===== src/rtl/wob_pkg.sv =====
// ---------------------------------------------------------------------------
// wob_pkg
// Shared constants, command codes and helper functions of the oscillator bank.
// ---------------------------------------------------------------------------
package wob_pkg;

	localparam int NUM_OSC   = 32;
	localparam int OSC_W     = $clog2(NUM_OSC);
	localparam int CNT_W     = OSC_W + 1;
	localparam int RAM_BYTES = 65536;
	localparam int RAM_AW    = $clog2(RAM_BYTES);

	// request kinds
	localparam logic [1:0] REQ_TICK  = 2'd0;
	localparam logic [1:0] REQ_WRITE = 2'd1;
	localparam logic [1:0] REQ_READ  = 2'd2;
	localparam logic [1:0] REQ_RAM   = 2'd3;

	// register banks, selected by address bits 7..5
	localparam logic [2:0] BANK_FLO  = 3'd0;
	localparam logic [2:0] BANK_FHI  = 3'd1;
	localparam logic [2:0] BANK_VOL  = 3'd2;
	localparam logic [2:0] BANK_DATA = 3'd3;
	localparam logic [2:0] BANK_PTR  = 3'd4;
	localparam logic [2:0] BANK_CTRL = 3'd5;
	localparam logic [2:0] BANK_WAVE = 3'd6;
	localparam logic [2:0] BANK_MISC = 3'd7;

	localparam logic [7:0] ADDR_IRQ   = 8'hE0;
	localparam logic [7:0] IRQ_ANSWER = 8'h41;
	localparam logic [7:0] IRQ_MARK   = 8'h80;
	localparam logic [7:0] SILENCE    = 8'h80;
	localparam logic [1:0] MODE_FREE  = 2'd0;
	localparam logic [1:0] MODE_SYNC  = 2'd2;
	localparam logic [1:0] MODE_SWAP  = 2'd3;

	// datapath commands
	localparam logic [3:0] OP_IDLE = 4'd0;
	localparam logic [3:0] OP_CLR  = 4'd1;
	localparam logic [3:0] OP_CAP  = 4'd2;
	localparam logic [3:0] OP_TN   = 4'd3;
	localparam logic [3:0] OP_TRD  = 4'd4;
	localparam logic [3:0] OP_TAD  = 4'd5;
	localparam logic [3:0] OP_TMX  = 4'd6;
	localparam logic [3:0] OP_TPW  = 4'd7;
	localparam logic [3:0] OP_TFIN = 4'd8;
	localparam logic [3:0] OP_WR   = 4'd9;
	localparam logic [3:0] OP_RD   = 4'd10;
	localparam logic [3:0] OP_FIN  = 4'd11;

	typedef struct packed {
		logic [3:0] op;
		logic       adv;
	} wob_cmd_t;

	typedef struct packed {
		logic clr_done;
		logic halted;
		logic osc_last;
		logic swap;
		logic out_free;
	} wob_stat_t;

	// table size minus one, also the index mask
	function automatic logic [16:0] size_m1(input logic [2:0] sz);
		size_m1 = (17'd256 << sz) - 17'd1;
	endfunction

	// table base mask
	function automatic logic [16:0] base_mask(input logic [2:0] sz);
		base_mask = 17'h1FF00 << sz;
	endfunction

endpackage


===== src/rtl/wob_ctrl.sv =====
// ---------------------------------------------------------------------------
// wob_ctrl
// Sequencer: clearing sweep, request dispatch and per-oscillator tick steps.
// ---------------------------------------------------------------------------
module wob_ctrl import wob_pkg::*; (
	input  logic      clk,
	input  logic      arst_n,
	input  logic      in_valid,
	output logic      in_ready,
	input  logic [1:0] req_type,
	input  wob_stat_t stat,
	output wob_cmd_t  cmd
);

	localparam logic [3:0] S_CLR  = 4'd0;
	localparam logic [3:0] S_IDLE = 4'd1;
	localparam logic [3:0] S_TN   = 4'd2;
	localparam logic [3:0] S_TRD  = 4'd3;
	localparam logic [3:0] S_TAD  = 4'd4;
	localparam logic [3:0] S_TMX  = 4'd5;
	localparam logic [3:0] S_TPW  = 4'd6;
	localparam logic [3:0] S_TFIN = 4'd7;
	localparam logic [3:0] S_WR   = 4'd8;
	localparam logic [3:0] S_RD   = 4'd9;
	localparam logic [3:0] S_FIN  = 4'd10;

	logic [3:0] state_q, state_d;

	assign in_ready = (state_q == S_IDLE);

	// next state and command
	always_comb begin
		state_d = state_q;
		cmd.op  = OP_IDLE;
		cmd.adv = 1'b0;
		case (state_q)
			S_CLR: begin
				cmd.op = OP_CLR;
				if (stat.clr_done) state_d = S_IDLE;
			end
			S_IDLE: begin
				if (in_valid) begin
					cmd.op = OP_CAP;
					case (req_type)
						REQ_TICK:  state_d = S_TN;
						REQ_WRITE: state_d = S_WR;
						REQ_READ:  state_d = S_RD;
						default:   state_d = S_FIN;
					endcase
				end
			end
			S_TN: begin
				cmd.op  = OP_TN;
				state_d = S_TRD;
			end
			S_TRD: begin
				cmd.op  = OP_TRD;
				state_d = S_TAD;
			end
			S_TAD: begin
				cmd.op = OP_TAD;
				if (stat.halted) begin
					cmd.adv = 1'b1;
					state_d = stat.osc_last ? S_TFIN : S_TRD;
				end else begin
					state_d = S_TMX;
				end
			end
			S_TMX: begin
				cmd.op = OP_TMX;
				if (stat.swap) begin
					state_d = S_TPW;
				end else begin
					cmd.adv = 1'b1;
					state_d = stat.osc_last ? S_TFIN : S_TRD;
				end
			end
			S_TPW: begin
				cmd.op  = OP_TPW;
				cmd.adv = 1'b1;
				state_d = stat.osc_last ? S_TFIN : S_TRD;
			end
			S_TFIN: begin
				cmd.op  = OP_TFIN;
				state_d = S_FIN;
			end
			S_WR: begin
				cmd.op  = OP_WR;
				state_d = S_FIN;
			end
			S_RD: begin
				cmd.op  = OP_RD;
				state_d = S_FIN;
			end
			S_FIN: begin
				cmd.op = OP_FIN;
				if (stat.out_free) state_d = S_IDLE;
			end
			default: state_d = S_CLR;
		endcase
	end

	// hold state
	always_ff @(posedge clk or negedge arst_n) begin
		if (!arst_n) begin
			state_q <= S_CLR;
		end else begin
			state_q <= state_d;
		end
	end

endmodule


===== config.mk =====
export PLATFORM = sky130hd
export DESIGN_NAME = wob_ctrl
export DESIGN_NICKNAME = d
export VERILOG_FILES = /design/src/rtl/wob_pkg.sv /design/src/rtl/wob_ctrl.sv
export SDC_FILE = /design/constraint.sdc
export NUM_CORES = 1
export LEC_CHECK = 0
export ABC_AREA = 1
export BUFFER_PORTS_ARGS = -buffer_cell sky130_fd_sc_hd__buf_2
export CAP_MARGIN = 40
export CORE_AREA = 2 2 39 41
export CTS_CLUSTER_DIAMETER = 40
export DETAILED_ROUTE_END_ITERATION = 7
export DIE_AREA = 0 0 41 43
export PLACE_DENSITY = 0.66
export SLEW_MARGIN = 20
export SYNTH_ARGS = -nofsm -noshare
export SYNTH_HDL_FRONTEND = slang
export SYNTH_SLANG_ARGS = --single-unit
export TNS_END_PERCENT = 50

===== constraint.sdc =====
create_clock -name clk -period 1.35 [get_ports clk]
set_input_delay 0.135 -clock clk [delete_from_list [all_inputs] [get_ports clk]]
set_output_delay 0.135 -clock clk [all_outputs]
set_load 0.02 [all_outputs]

==> impl_metrics.py <==
metrics = {
    "outcome": {
        "status": "complete, but fails checks",
        "violations": "setup timing",
    },
    "final_layout": {
        "largest-register": "state_q",
        "syn_to_final_growth_pct": 54.6,
        "finalNetCount": 114,
        "drive_gt1_frac": 0.530,
        "diodes": 0,
        "layoutNonFillerInstCount": 116,
        "largest_reg_flops": 4,
        "fin_area_um2": 691,
        "reg_top3": "state_q: 4 flops",
    },
    "logic_synthesis": {
        "synth_cell_types": 16,
        "ys_ff_latch": 4,
        "postSynthCellCount": 74,
        "synth_area_leaders": "dfrtp_1 22%, nand2_1 16%, nand2_2 9.8%",
        "yosysSeqAreaShare": 0.224,
        "yosysTopAreaCell": "dfrtp_1",
        "synth_area_um2": 447,
        "ys_warn_count": 0,
        "syn-num-nets": 86,
        "synth_top_area_frac": 0.224,
        "syn_avg_cell_area_um2": 6.04,
    },
    "pwr": {
        "sw_frac_of_total": 0.533,
        "power_density_nw_per_um2": 2560,
        "leakage_nw": 0.386,
        "irDropWorstVdd_v": 0.00125,
        "p_int_w": 0.000827,
        "p_comb_frac": 0.743,
        "p_sw_w": 0.000942,
        "sequentialPowerShare": 0.176,
        "clkPwrFrac": 0.080,
    },
    "floorplan": {
        "die_h_um": 43,
        "initial_core_util": 0.323,
        "ios": 16,
        "die_x_um": 41,
        "fp-row-count": 14,
        "dieArea_um2": 1760,
        "coreArea_um2": 1380,
    },
    "clocking": {
        "clk_pin_slew_worst_paths_ns": 0.03,
        "root_buffer": "clkbuf_4",
        "clk_path_buf_depth": 2,
        "cts_made_buffers": 3,
        "cts_tree": "done",
        "clock_latency_ns": 0.23,
        "cts_sinks": 4,
        "cts.htree.levels": 1,
    },
    "critical_path": {
        "path_delay_family": "flip-flops",
        "cp.arrival_ns": 1.31,
        "crit_required_ns": 1.22,
        "start_kind": "flop",
        "slowest_delay_ns": 0.43,
        "path_cells": "inv_2, nor2_1, o22ai_2, nand3_1, buf_6",
        "path_buf_inv": 2,
        "r2r_cells": 9,
        "r2r_slack_ns": 0.06,
        "crit_path_end_kind": "output port",
        "cp.depth": 5,
        "slowest_stage": "dfrtp_2",
        "critPathMaxFanout": 5,
        "crit_type": "flop to output port",
    },
    "route": {
        "drt_iter0_markers": 14,
        "dr.pass1.iters": 4,
        "vias": 567,
        "post_drt_wl_per_cell_um": 11.0,
        "finalWirelength_mm": 1.28,
        "ant_nets": 0,
        "drcViolationCount": 0,
        "vias_per_cell": 4.89,
    },
    "global_route": {
        "grt_first_pass_wirelength_mm": 2.08,
        "grt_pass1_vias": 537,
        "grt_max_degree": 7,
        "antenna_found_initial": 0,
        "overflow": 0,
        "grt_usage": 0.178,
    },
    "sta": {
        "fin_crit_sh": 1.07,
        "rsz0062_at_grt": "yes",
        "max_freq_ghz": 0.693,
        "setup_ws_ns": -0.0932,
        "relSlewSlack": 0.802,
        "fin_skew_ns": 0.000277,
        "period_needed_ns": 1.44,
        "worstMarginPinSlew_ns": 0.296,
        "finalHoldViolCount": 0,
        "setup_viol": 3,
        "drv_slew": 0,
        "hold_slack_ns": 0.183,
    },
    "job": {
        "cap_violations": 0,
    },
    "place": {
        "gp_congestion": 0.830,
        "place_inst": 105,
        "place_hpwl_um": 912,
        "dpl_cell_area_um2": 542,
        "port_buffers": 15,
    },
    "worst_hold_path": {
        "hold_path_depth": 3,
        "worstHoldPathType": "primary input to flop",
    },
}
[cells in the mapped netlist]
cell	n
nand3_1	5
dfrtp_1	4
o2111ai_1	1
nor2_4	2
o21ai_0	4
nand2_2	7
nor2_1	8
o21ai_1	1
nor3_1	1
o22ai_1	1
nor2_2	4
a21oi_1	2
nand2_1	19
ha_1	2
inv_2	2
inv_1	11
[power by group through the flow]
stage / clock (W) / combinational [W] / sequential (W)
6_report: 0.000142 / 0.00131 / 0.000312
5_1_grt: 0.000149 / 0.00143 / 0.000320
4_1_cts: 0.000144 / 0.00123 / 0.000315
3_5_place_dp: 0 / 0.000995 / 0.000266
3_3_place_gp: 0 / 0.00100 / 0.000262
2_1_floorplan: 0 / 0.000743 / 0.000252
[through the flow]
step | total power, W | util | setup TNS, ns | worst slack (ns)
3_5_place_dp | 0.00126 | 0.392 | 0 | 0.103
2_1_floorplan | 0.000995 | - | 0 | 0.0419
5_1_grt | 0.00190 | 0.499 | -0.377 | -0.128
6_report | 0.00177 | 0.499 | -0.158 | -0.0932
3_3_place_gp | 0.00126 | 0.392 | 0 | 0.113
4_1_cts | 0.00169 | 0.482 | -0.0981 | -0.0492
[layer usage]
metal	vias to the layer above	wire, um	GRT usage
li1	283	-	-
met1	266	474	0.193
met2	16	746	0.306
met3	2	50	0.0366
met4	0	10	0.0800
met5	-	0	0
[layout by cell type, fill, tap and decap left out]
| master | count |
|---|---|
| o21ai_1 | 2 |
| nand2_1 | 19 |
| inv_2 | 3 |
| nand2_4 | 2 |
| dlygate4sd3_1 | 1 |
| nand3_2 | 1 |
| a21oi_2 | 1 |
| buf_2 | 12 |
| nand2_2 | 5 |
| buf_6 | 2 |
| inv_1 | 8 |
| clkbuf_4 | 3 |
| nor2_1 | 6 |
| dfrtp_2 | 4 |
| ha_1 | 2 |
| nor2_4 | 3 |
| o21ai_0 | 2 |
| inv_4 | 2 |
| a21oi_1 | 1 |
| o22ai_2 | 1 |
| nand3_1 | 4 |
| nor3_1 | 1 |
| nor2_2 | 5 |
| buf_4 | 8 |
| o2111ai_1 | 1 |
| o21ai_2 | 1 |
[cells by family (layout without fill, tap and decap cells)]
logic type	Yosys count	in the layout	synth area share
buf+inv	13	39	0.109
compound gates	9	9	0.112
fa+ha+maj	2	2	0.0560
flops	4	4	0.224
simple gates	46	46	0.499
[path summary, 6_finish.rpt]
| kind | endpoint | from |
|---|---|---|
| worst max-delay path | cmd[2] | state_q[0] |
| worst min-delay path | state_q[2] | stat[2] |
| worst max register to register | state_q[0] | state_q[1] |
| worst min register to register | state_q[0] | state_q[0] |
| max in group asynchronous | state_q[1] | arst_n |
| min in group asynchronous | state_q[2] | arst_n |
[final cells by class]
class	count	area, um2
Fill cell	142	693
Multi-Input combinational cell	57	337
Inverter	13	53.8
Tap cell	16	20.0
Clock buffer	3	22.5
Timing Repair Buffer	23	153
Sequential cell	4	105
[repair_timing]
action | 4_1_cts | 5_1_grt
hold buffers | 1 | 0
hold endpoints to repair | 4 | 0
gates resized for setup | 21 | 4
pin swaps | 4 | 1
gates cloned | 0 | 0
setup endpoints to repair | 4 | 6
buffers inserted | 6 | 1
[tightest hold or removal path: cells and delay by family]
kind,cells,cell delay (ns)
and+or+nand+nor,1,0.05
buffers and inverters,1,0.09
AOI/OAI and AO/OA,1,0.09
Note: power is estimated with default switching activity, not from simulation.
